### config.mk
export PLATFORM = sky130hd
export DESIGN_NAME = lidar_frame_brake_indicator_flat
export DESIGN_NICKNAME = d
export VERILOG_FILES = /design/src/design/lfbi_pkg.sv /design/src/design/lfbi_if.sv /design/src/design/lfbi_parser.sv /design/src/design/lidar_frame_brake_indicator.sv /design/src/flat_wrapper.sv
export SDC_FILE = /design/constraint.sdc
export NUM_CORES = 1
export LEC_CHECK = 0
export BUFFER_PORTS_ARGS = -buffer_cell sky130_fd_sc_hd__buf_2
export CAP_MARGIN = 10
export CORE_UTILIZATION = 59
export CTS_CLUSTER_SIZE = 8
export DETAILED_ROUTE_END_ITERATION = 10
export GPL_TIMING_DRIVEN = 0
export PLACE_DENSITY_LB_ADDON = 0.08
export REMOVE_ABC_BUFFERS = 1
export SLEW_MARGIN = 0
export SYNTH_ARGS = -nofsm -noshare
export SYNTH_HDL_FRONTEND = slang
export SYNTH_HIERARCHICAL = 1
export SYNTH_SLANG_ARGS = --single-unit
### constraint.sdc
create_clock -name clock -period 3.9 [get_ports clock]
set_input_delay 1.17 -clock clock [delete_from_list [all_inputs] [get_ports clock]]
set_output_delay 1.17 -clock clock [all_outputs]
set_load 0.01 [all_outputs]
### src/design/lfbi_pkg.sv
// Package for the lidar frame brake indicator.
// Holds frame phase codes, indicator codes, register indexes and shared types.
// No dependencies; compiled first.
package lfbi_pkg;

   localparam int unsigned TRAIL_BYTES = 5;

   localparam logic [7:0] HEADER_BYTE = 8'h59;

   localparam logic [3:0] PHASE_HUNT  = 4'd0;
   localparam logic [3:0] PHASE_HDR2  = 4'd1;
   localparam logic [3:0] PHASE_LOW   = 4'd2;
   localparam logic [3:0] PHASE_HIGH  = 4'd3;
   localparam logic [3:0] PHASE_TRAIL = 4'd4;
   localparam logic [3:0] PHASE_LAST  = 4'(PHASE_TRAIL - 4'd1 + 4'(TRAIL_BYTES));

   localparam logic [15:0] FAR_RESET  = 16'd200;
   localparam logic [15:0] MID_RESET  = 16'd100;
   localparam logic [15:0] NEAR_RESET = 16'd60;

   typedef enum logic [1:0] {
      REG_FAR  = 2'd0,
      REG_MID  = 2'd1,
      REG_NEAR = 2'd2,
      REG_NONE = 2'd3
   } reg_index_type;

   typedef enum logic [1:0] {
      IND_GREEN     = 2'd0,
      IND_YELLOW    = 2'd1,
      IND_RED       = 2'd2,
      IND_FLASH_RED = 2'd3
   } indicator_type;

   typedef struct packed {
      logic        done;
      logic [15:0] distance;
   } frame_type;

endpackage

### src/design/lfbi_if.sv
// Handshake channels of the lidar frame brake indicator: request, response, CSR.
// Each carries valid, ready and its payload. No dependencies.
interface lfbi_req_if;
   logic       valid;
   logic       ready;
   logic [7:0] rx_byte;

   modport source (output valid, output rx_byte, input ready);
   modport sink   (input valid, input rx_byte, output ready);
endinterface

interface lfbi_rsp_if;
   logic        valid;
   logic        ready;
   logic [15:0] distance_cm;
   logic [1:0]  indicator;

   modport source (output valid, output distance_cm, output indicator, input ready);
   modport sink   (input valid, input distance_cm, input indicator, output ready);
endinterface

interface lfbi_csr_if;
   logic        valid;
   logic        ready;
   logic [1:0]  reg_index;
   logic [15:0] wr_data;

   modport source (output valid, output reg_index, output wr_data, input ready);
   modport sink   (input valid, input reg_index, input wr_data, output ready);
endinterface

### src/design/lfbi_parser.sv
// Frame parser: hunts the two header bytes, assembles the distance, skips trailer.
// Depends on lfbi_pkg.
module lfbi_parser (
   input  logic               clock,
   input  logic               reset,
   input  logic               byte_accept,
   input  logic [7:0]         rx_byte,
   output lfbi_pkg::frame_type frame
);
   import lfbi_pkg::*;

   logic [3:0]  phase_ff, phase_in;
   logic [7:0]  low_byte_ff, low_byte_in;
   logic [15:0] held_ff, held_in;
   logic        done;
   logic [15:0] assembled;

   assign assembled = {rx_byte, low_byte_ff};

   always_comb begin
      phase_in    = phase_ff;
      low_byte_in = low_byte_ff;
      held_in     = held_ff;
      done        = 1'b0;
      case (phase_ff)
         PHASE_HUNT: begin
            if (rx_byte == HEADER_BYTE) phase_in = PHASE_HDR2;
         end
         PHASE_HDR2: begin
            phase_in = (rx_byte == HEADER_BYTE) ? PHASE_LOW : PHASE_HUNT;
         end
         PHASE_LOW: begin
            low_byte_in = rx_byte;
            phase_in    = PHASE_HIGH;
         end
         PHASE_HIGH: begin
            held_in = assembled;
            if (TRAIL_BYTES == 0) begin
               done     = 1'b1;
               phase_in = PHASE_HUNT;
            end else begin
               phase_in = PHASE_TRAIL;
            end
         end
         default: begin
            if (phase_ff >= PHASE_LAST) begin
               done     = 1'b1;
               phase_in = PHASE_HUNT;
            end else begin
               phase_in = phase_ff + 4'd1;
            end
         end
      endcase
   end

   assign frame.done     = byte_accept & done;
   assign frame.distance = (phase_ff == PHASE_HIGH) ? assembled : held_ff;

   always_ff @(posedge clock) begin
      if (reset) begin
         phase_ff <= PHASE_HUNT;
      end else if (byte_accept) begin
         phase_ff <= phase_in;
      end
      if (byte_accept) begin
         low_byte_ff <= low_byte_in;
         held_ff     <= held_in;
      end
   end

endmodule

### src/design/lidar_frame_brake_indicator.sv
// Lidar frame brake indicator, top level.
// Output: the response is registered and appears in the cycle after the last byte of a frame is accepted.
// Throughput: one request per cycle while the response register is free or being taken; it frees as it is taken.
// Reset: synchronous; thresholds return to 200/100/60, parser hunts the first header.
// Depends on lfbi_pkg, lfbi_if and lfbi_parser.
module lidar_frame_brake_indicator (
   input  logic clock,
   input  logic reset,
   lfbi_req_if.sink   req_bus,
   lfbi_rsp_if.source rsp_bus,
   lfbi_csr_if.sink   csr_bus
);
   import lfbi_pkg::*;

   logic [15:0]   far_ff, mid_ff, near_ff;
   logic          rsp_valid_ff, rsp_valid_in;
   logic [15:0]   dist_ff;
   indicator_type ind_ff, ind_in;
   logic          req_accept;
   frame_type     frame;

   assign csr_bus.ready = 1'b1;
   assign req_bus.ready = ~rsp_valid_ff | rsp_bus.ready;
   assign req_accept    = req_bus.valid & req_bus.ready;

   lfbi_parser u_parser (
      .clock       (clock),
      .reset       (reset),
      .byte_accept (req_accept),
      .rx_byte     (req_bus.rx_byte),
      .frame       (frame)
   );

   always_comb begin
      if (frame.distance > far_ff) begin
         ind_in = IND_GREEN;
      end else if (frame.distance > mid_ff) begin
         ind_in = IND_YELLOW;
      end else if (frame.distance > near_ff) begin
         ind_in = IND_RED;
      end else begin
         ind_in = IND_FLASH_RED;
      end
   end

   always_comb begin
      rsp_valid_in = rsp_valid_ff;
      if (rsp_bus.ready) rsp_valid_in = 1'b0;
      if (frame.done) rsp_valid_in = 1'b1;
   end

   always_ff @(posedge clock) begin
      if (reset) begin
         far_ff       <= FAR_RESET;
         mid_ff       <= MID_RESET;
         near_ff      <= NEAR_RESET;
         rsp_valid_ff <= 1'b0;
      end else begin
         rsp_valid_ff <= rsp_valid_in;
         if (csr_bus.valid) begin
            case (reg_index_type'(csr_bus.reg_index))
               REG_FAR:  far_ff  <= csr_bus.wr_data;
               REG_MID:  mid_ff  <= csr_bus.wr_data;
               REG_NEAR: near_ff <= csr_bus.wr_data;
               default: ;
            endcase
         end
      end
      if (frame.done) begin
         dist_ff <= frame.distance;
         ind_ff  <= ind_in;
      end
   end

   assign rsp_bus.valid       = rsp_valid_ff;
   assign rsp_bus.distance_cm = dist_ff;
   assign rsp_bus.indicator   = ind_ff;

endmodule
### src/flat_wrapper.sv
// flat-port wrapper written by rule: the top's interface ports become plain ports
module lidar_frame_brake_indicator_flat import lfbi_pkg::*;
  (clock, reset, req_bus_valid, req_bus_rx_byte, req_bus_ready, rsp_bus_valid, rsp_bus_distance_cm, rsp_bus_indicator, rsp_bus_ready, csr_bus_valid, csr_bus_reg_index, csr_bus_wr_data, csr_bus_ready);
  lfbi_req_if req_bus_i ();
  lfbi_rsp_if rsp_bus_i ();
  lfbi_csr_if csr_bus_i ();
  input  logic clock;
  input  logic reset;
  input wire logic [$bits(req_bus_i.valid)-1:0] req_bus_valid;
  input wire logic [$bits(req_bus_i.rx_byte)-1:0] req_bus_rx_byte;
  output wire logic [$bits(req_bus_i.ready)-1:0] req_bus_ready;
  output wire logic [$bits(rsp_bus_i.valid)-1:0] rsp_bus_valid;
  output wire logic [$bits(rsp_bus_i.distance_cm)-1:0] rsp_bus_distance_cm;
  output wire logic [$bits(rsp_bus_i.indicator)-1:0] rsp_bus_indicator;
  input wire logic [$bits(rsp_bus_i.ready)-1:0] rsp_bus_ready;
  input wire logic [$bits(csr_bus_i.valid)-1:0] csr_bus_valid;
  input wire logic [$bits(csr_bus_i.reg_index)-1:0] csr_bus_reg_index;
  input wire logic [$bits(csr_bus_i.wr_data)-1:0] csr_bus_wr_data;
  output wire logic [$bits(csr_bus_i.ready)-1:0] csr_bus_ready;
  assign req_bus_i.valid = req_bus_valid;
  assign req_bus_i.rx_byte = req_bus_rx_byte;
  assign req_bus_ready = req_bus_i.ready;
  assign rsp_bus_valid = rsp_bus_i.valid;
  assign rsp_bus_distance_cm = rsp_bus_i.distance_cm;
  assign rsp_bus_indicator = rsp_bus_i.indicator;
  assign rsp_bus_i.ready = rsp_bus_ready;
  assign csr_bus_i.valid = csr_bus_valid;
  assign csr_bus_i.reg_index = csr_bus_reg_index;
  assign csr_bus_i.wr_data = csr_bus_wr_data;
  assign csr_bus_ready = csr_bus_i.ready;
  lidar_frame_brake_indicator u_core (.clock(clock), .reset(reset), .req_bus(req_bus_i), .rsp_bus(rsp_bus_i), .csr_bus(csr_bus_i));
endmodule
Word level (Yosys, flattened, before mapping):

Index checks and enable logic that the tools add are counted.

* bits in registers: 95
* output and inout port bits: 21
* word-level logic and storage cells: 47
* bits of input ports: 31

* eq/ne operators: 7
* add/subtract/negate cells: 1
* order comparisons: 4
* bitwise gates (word level): 4
* reduce and logical (&&, ||, !) cells: 10
* mux-type cells: 11

Operators by type and width (count)
* greater-than comparator 16 bit: 3
* two-way mux 16 bit: 1
* case mux 4 bit (4 select lines): 1
* AND reduction 2 bit: 5
* == test 4 x 2 -> 1 bit, second input constant: 2
* == test 8 x 7 -> 1 bit, second input constant: 1
* two-way mux 4 bit: 2
* two-way mux 1 bit: 6
* adder 4 x 1 -> 4 bit, second input constant: 1
* == test 4 x 1 -> 1 bit, second input constant: 1
* greater-or-equal comparator 4 bit, second input constant: 1
* zero test 4 bit: 1
* OR reduction 4 bit: 1
* AND 1 bit: 2
* == test 2 x 1 -> 1 bit, second input constant: 1
* == test 2 bit, second input constant: 1
* zero test 2 bit: 1
* two-way mux 2 bit: 1
* inequality test 2 bit, second input constant: 1
* nonzero test 2 bit: 1
* OR reduction 2 bit: 1
* NOT 1 bit: 1
* bitwise OR 1 bit: 1

Longest topological paths before layout:

Gate-level depths: netlist of run 1.

* depth after elaboration: 5
* gate-level depth with buffers: 12
* gate-level depth less buffers: 10

By module:

Netlist of run 1, hierarchy kept.

Modules (own cells, without submodules)
* lidar_frame_brake_indicator: seq. area each 1521.5 sq um, times used 1, area each 3482.1 sq um, cells an instance 393
* lfbi_parser: seq. area each 800.8 sq um, times used 1, area each 1262.5 sq um, cells an instance 84

Worst setup path before layout of run 1:

Ideal clock, no wire load.

* kind: input port to flip-flop
* start point: input port rsp_bus_ready
* end point: register u_core.dist_ff[0], in the netlist u_core/rsp_bus.distance_cm[0] (enable)
* buffers on the path: 0
* required time: 3.523 ns
* setup time: 0.377 ns
* cell stages on the path: 3
* arrival time: 2.577 ns
* path slack: 0.947 ns
* cells stage by stage: nand2b_1 and2_1 and2_1

RTL lines
* from (decl): line flat_wrapper.sv:15 `input wire logic [$bits(rsp_bus_i.ready)-1:0] rsp_bus_ready;`
* to (signal assigned): line lidar_frame_brake_indicator.sv:70 `dist_ff <= frame.distance;`
* to (decl): line lidar_frame_brake_indicator.sv:17 `logic [15:0] dist_ff;`

==> key figures, run 1 <==
STA
  – RSZ-0062 raised after global routing: no
  – Final Hold Fails: 0
  – Max-slew violation count: 0
  – Pin slew with the least headroom to its limit: 1.02 ns
  – Slew headroom: 32.0%
  – Worst Skew: 0.00781 ns
  – FMAX: 288 MHz
  – Worst hold slack: 0.460 ns
  – Tcrit/Tclk final: 89.1%
  – Setup TNS: 0 ns
  – Min Tclk post-route: 3.48 ns
  – Setup-failing EPs final: 0

Logic synthesis
  – FF+latch count, synth: 95
  – Post-synthesis sequential area ratio: 48.9%
  – EDFF count, synth: 42
  – Async SR Flop Fraction: 0%
  – YS warnings: 6
  – Top_reg_cell synth: dfxtp_1
  – Cell Area, Synth: 0.00474 sq mm
  – Library cells used by synthesis: 48
  – Synth Instances: 477
  – Average cell area after synthesis: 9.95 sq um
  – Yosys top cell area share: 26.6%
  – Largest cells by area after synthesis: edfxtp_1 (27%), dfxtp_1 (22%), ha_1 (14%)
  – Post-synth top area cell: edfxtp_1

Setup path
  – Data required time at the worst endpoint: 4.02 ns
  – Arrival time at the worst endpoint: 3.60 ns
  – CP Capture Type: flip-flop
  – Startpoint types: flip-flop
  – Setup CP Type: flip-flop to flip-flop
  – CP Max Fanout: 16

Floorplanning
  – Core area: 0.00777 sq mm
  – Die Y: 91.7 um
  – I/O Pins: 52
  – Die width: 91.7 um
  – Initial Util: 61.1%
  – Die area: 0.00840 sq mm
  – # rows: 32

Global routing
  – Number of global-route vias before repair: 3283
  – GRT Util Overall: 24.6%
  – Antenna violations before repair: 0
  – Pin count of the biggest net entering global routing: 55
  – Gr ovfl total: 0
  – First-pass GRT wire length: 15900 um

Finish
  – Fillers: 644
  – Area grow syn2layout: 10.5%
  – # nets final: 604
  – Commonest non-fill, non-tap cells in the layout: nand2_1 (87), a21oi_1 (59), dfxtp_1 (53)
  – Ant. Diodes: 0
  – Commonest non-fill, non-tap cell in the layout: nand2_1
  – Layout cell share with drive strength beyond 1: 17.5%

Route
  – DRC violation count after routing: 0
  – Final WL: 9720 um
  – Vias: 3460
  – Post-route ant nets: 0
  – DRT Pass-1 Iters: 4
  – Vias/cell: 5.51
  – Wire per inst: 15.5 um
  – First DRT Iteration DRCs: 185

Place
  – Routability congestion estimate: 0.851
  – Hpwl dp: 7050 um
  – IO Port Bufs: 50

Clocking
  – Clk buf depth: 2
  – H-tree levels: 3
  – CTS Root Cell: clkbuf_8
  – Cts repair resizes: 0
  – CTS clk-pin slew, worst paths: 0.10 ns
  – CTS Buf Count: 9
  – Post-CTS setup buffer count: 0
  – Clock sink count: 95
  – Hold Buf Count CTS: 0
  – CTS tree: done
  – Worst skew pair latency: 0.36 ns

Run
  – # Max-Cap Violations: 0

Power
  – Leak Pwr: 0.00205 uW
  – Peak supply drop: 0.000213 V
  – Cell Pwr Density: 368 mW/mm^2
  – Total power: 1930 uW

Hold path
  – Hold Crit Class: flip-flop to flip-flop

Status
  – Result of the run: finished clean
==> report_power, final <==
| part | switching [uW] | total [uW] | leakage (uW) | internal, uW |
|---|---|---|---|---|
| Sequential | 9.67 | 1080 | 0.000822 | 1070 |
| Combinational | 126 | 208 | 0.00113 | 81.8 |
| Clock | 366 | 646 | 0.000102 | 280 |
==> path summary, 6_finish.rpt <==
kind	slack, ns	to	depth (start not counted)	start
max	0.42	u_core/rsp_bus.indicator[1]$_SDFFCE_PP0P_	9	u_core/u_parser/phase_ff[1]$_SDFFE_PP0P_
min	0.46	u_core/mid_ff[14]$_SDFFE_PP0P_	2	u_core/mid_ff[14]$_SDFFE_PP0P_
max reg2reg	0.42	u_core/rsp_bus.indicator[1]$_SDFFCE_PP0P_	9	u_core/u_parser/phase_ff[1]$_SDFFE_PP0P_
min reg2reg	0.46	u_core/mid_ff[14]$_SDFFE_PP0P_	2	u_core/mid_ff[14]$_SDFFE_PP0P_
==> metal layers <==
metal  global-route usage (%)  part of all wire (%)  up-vias
li1                         -                     -     1746
met1                     33.4                    47     1628
met2                     40.3                    48       73
met3                     3.65                   3.7       13
met4                     8.47                   1.5        0
met5                        0                     0        -
==> cells in the mapped netlist (3+ instances only) <==
| cell | count |
|---|---|
| nand2_1 | 87 |
| a211o_1 | 10 |
| and2_1 | 4 |
| and4_1 | 3 |
| nor2_1 | 19 |
| inv_1 | 50 |
| nand2b_1 | 3 |
| clkbuf_1 | 8 |
| edfxtp_1 | 42 |
| nand4_1 | 7 |
| buf_2 | 6 |
| nor2b_1 | 4 |
| o211ai_1 | 4 |
| nand3_1 | 6 |
| ha_1 | 52 |
| nor4_1 | 3 |
| mux2_2 | 16 |
| o21ai_0 | 5 |
| dfxtp_1 | 53 |
| a21oi_1 | 59 |
| a21o_1 | 4 |
==> final cells by class <==
type	instances	area [sq um]	area share, %
clock buffers	10	149	2.84
repair buffers	50	250	4.77
multi-input cells	315	2160	41.1
inverters	50	188	3.58
well taps	102	128	2.43
flip-flops and latches	95	2320	44.3
clock inverters	6	50.0	0.955
==> cell families (layout without fill, tap and decap cells) <==
family                     count (synthesis)  count (layout)  synth area share (%)
and+or+nand+nor                          147             147                  14.5
adders and majority gates                 52              52                  13.7
muxes                                     17              17                  4.01
buffers and inverters                     67             116                  5.62
AOI/OAI and AO/OA                         98              98                  13.2
other                                      1               1                0.0790
DFF                                       95              95                  48.9
==> critical path, stage by stage, from the launching register on <==
cell	delay (ns)
dfxtp_1	0.42
ha_1	0.27
and2_1	0.61
mux2_2	0.49
ha_1	0.32
nand4_1	0.18
nor4_1	0.43
a21bo_2	0.28
o2111ai_1	0.12
a21boi_2	0.11
==> flip-flops by register name (all words and copies together), names as in the netlist <==
signal,cells
u_core/u_parser/phase_ff,4
u_core/rsp_bus.indicator,2
u_core/rsp_bus.valid,1
u_core/u_parser/low_byte_ff,8
u_core/far_ff,16
u_core/mid_ff,16
u_core/near_ff,16
u_core/u_parser/held_ff,16
u_core/rsp_bus.distance_cm,16
==> through the flow <==
| step | instance area, sq um | cells | worst slack [ns] | utilization [%] |
|---|---|---|---|---|
| 2_1_floorplan | 4670 | 460 | 0.947 | - |
| 3_3_place_gp | 5040 | 612 | 0.476 | 64.9 |
| 3_5_place_dp | 5040 | 612 | 0.446 | 64.9 |
| 4_1_cts | 5240 | 628 | 0.468 | 67.5 |
| 5_1_grt | 5240 | 628 | 0.294 | 67.5 |
| 6_report | 5240 | 628 | 0.424 | 67.5 |
Power figures use the tool's default switching activity.
==> run 2, diff against run 1 <==
REMOVE_ABC_BUFFERS = default   (was 1)
==> key figures, run 2 (synthesis gave the netlist of run 1 again) <==
Place
  – IO Port Bufs: 50 (unchanged)
  – Hpwl dp: 8080 um (+15%)
  – Routability congestion estimate: 0.883 (+3.8%)

Hold path
  – Hold Crit Class: flip-flop to flip-flop

Finish
  – Fillers: 651 (+1.1%)
  – Commonest non-fill, non-tap cell in the layout: nand2_1
  – Area grow syn2layout: 12.2%
  – Layout cell share with drive strength beyond 1: 18.4% (+0.93 points)
  – # nets final: 621 (+2.8%)
  – Commonest non-fill, non-tap cells in the layout: nand2_1 (87), a21oi_1 (59), buf_2 (56)
  – Ant. Diodes: 0 (unchanged)

STA
  – FMAX: 296 MHz (+2.7%)
  – Max-slew violation count: 0 (unchanged)
  – Pin slew with the least headroom to its limit: 1.05 ns (+0.0252 ns)
  – RSZ-0062 raised after global routing: no
  – Tcrit/Tclk final: 86.8% (-2.4 points)
  – Worst hold slack: 0.459 ns (-0.00105 ns)
  – Final Hold Fails: 0 (unchanged)
  – Slew headroom: 30.3% (-1.7 points)
  – Min Tclk post-route: 3.38 ns (-0.0922 ns)
  – Worst Skew: 0.0106 ns (+0.00275 ns)
  – Setup-failing EPs final: 0 (unchanged)
  – Setup TNS: 0 ns (unchanged)

Setup path
  – CP Max Fanout: 10 (-6)
  – Data required time at the worst endpoint: 4.02 ns (about the same)
  – Startpoint types: flip-flop
  – Setup CP Type: flip-flop to flip-flop
  – CP Capture Type: flip-flop
  – Arrival time at the worst endpoint: 3.51 ns (-0.09 ns)

Clocking
  – Cts repair resizes: 0 (unchanged)
  – CTS Buf Count: 9 (unchanged)
  – Clk buf depth: 2 (unchanged)
  – H-tree levels: 3 (unchanged)
  – Worst skew pair latency: 0.37 ns (about the same)
  – Clock sink count: 95 (unchanged)
  – CTS clk-pin slew, worst paths: 0.09 ns (about the same)
  – CTS Root Cell: clkbuf_8
  – Post-CTS setup buffer count: 0 (unchanged)
  – CTS tree: done
  – Hold Buf Count CTS: 0 (unchanged)

Route
  – Vias/cell: 5.62 (+2.1%)
  – Wire per inst: 16.8 um (+8.5%)
  – Post-route ant nets: 0 (unchanged)
  – First DRT Iteration DRCs: 154 (-17%)
  – Final WL: 10800 um (+11%)
  – DRC violation count after routing: 0 (unchanged)
  – Vias: 3627 (+4.8%)
  – DRT Pass-1 Iters: 4 (unchanged)

Global routing
  – Gr ovfl total: 0 (unchanged)
  – GRT Util Overall: 28.1% (+3.5 points)
  – Pin count of the biggest net entering global routing: 25 (-55%)
  – Number of global-route vias before repair: 3567 (+8.7%)
  – Antenna violations before repair: 0 (unchanged)
  – First-pass GRT wire length: 17600 um (+10%)

Floorplanning
  – I/O Pins: 52 (unchanged)
  – Die width: 91.7 um (unchanged)
  – Core area: 0.00777 sq mm (unchanged)
  – Die Y: 91.7 um (unchanged)
  – Die area: 0.00840 sq mm (unchanged)
  – # rows: 32 (unchanged)
  – Initial Util: 61.1% (unchanged)

Logic synthesis
  – Post-synth net total: 560

Status
  – Result of the run: finished clean

Power
  – Peak supply drop: 0.000271 V (+27%)
  – Leak Pwr: 0.00210 uW (+2.4%)
  – Cell Pwr Density: 369 mW/mm^2 (+0.24%)

Run
  – # Max-Cap Violations: 0 (unchanged)
==> run 2: cell count changes in the layout (fill, tap and decap cells not counted), sizes merged <==
cell      before  now
buf           50   59
bufinv         0    1
clkbuf        10   17
clkinv         2    1
clkinvlp       1    2
==> run 2: power breakdown <==
group / switching [uW] / internal [uW]
registers: 10.2 / 1070
logic: 136 / 85.8
clock network: 363 / 304
total: 509 / 1460
==> run 2: worst paths after layout <==
kind              slack [ns]                                         to  depth (start not counted)                                startpoint
setup / recovery        0.52  u_core/rsp_bus.indicator[1]$_SDFFCE_PP0P_                         11  u_core/u_parser/phase_ff[1]$_SDFFE_PP0P_
hold / removal          0.46              u_core/far_ff[5]$_SDFFE_PP0P_                          2             u_core/far_ff[5]$_SDFFE_PP0P_
setup reg to reg        0.52  u_core/rsp_bus.indicator[1]$_SDFFCE_PP0P_                         11  u_core/u_parser/phase_ff[1]$_SDFFE_PP0P_
hold reg to reg         0.46              u_core/far_ff[5]$_SDFFE_PP0P_                          2             u_core/far_ff[5]$_SDFFE_PP0P_
==> run 2: layer usage <==
metal  track usage [%]  up-vias  wire, um
met3              5.22       16       572
met5                 0        -         0
met1              36.2     1724      4820
li1                  -     1783         -
met4              10.1        0       191
met2              47.2      104      5250
==> run 2: through the flow <==
stage	setup WS, ns	instance area [sq um]	total power [uW]	util [%]	std cells
after floorplan	0.947	4740	1240	-	477
after global placement	0.505	5120	1310	65.9	629
after detailed placement	0.431	5120	1320	65.9	629
after CTS	0.549	5330	1970	68.6	645
after global routing	0.399	5330	2040	68.6	645
final	0.516	5330	1960	68.6	645
==> run 2: cell type report <==
class	count	area [sq um]	area share, %
sequential	95	2320	43.6
multi-input combinational	315	2160	40.5
timing repair buffer	50	250	4.70
inverter	50	188	3.52
tap	102	128	2.40
clock buffer	9	124	2.33
clock inverter	7	78.8	1.48
buffer	17	78.8	1.48
==> run 2: worst max-delay path, cell delays in order, from the launching register on <==
cell and delay (ns):
dfxtp_1 0.40, ha_1 0.27, and2_1 0.15, buf_2 0.21, buf_4 0.24, mux2_2 0.44, ha_1 0.31, nand4_1 0.17
nor4_1 0.44, a21boi_2 0.25, o31ai_2 0.09, a21boi_2 0.16
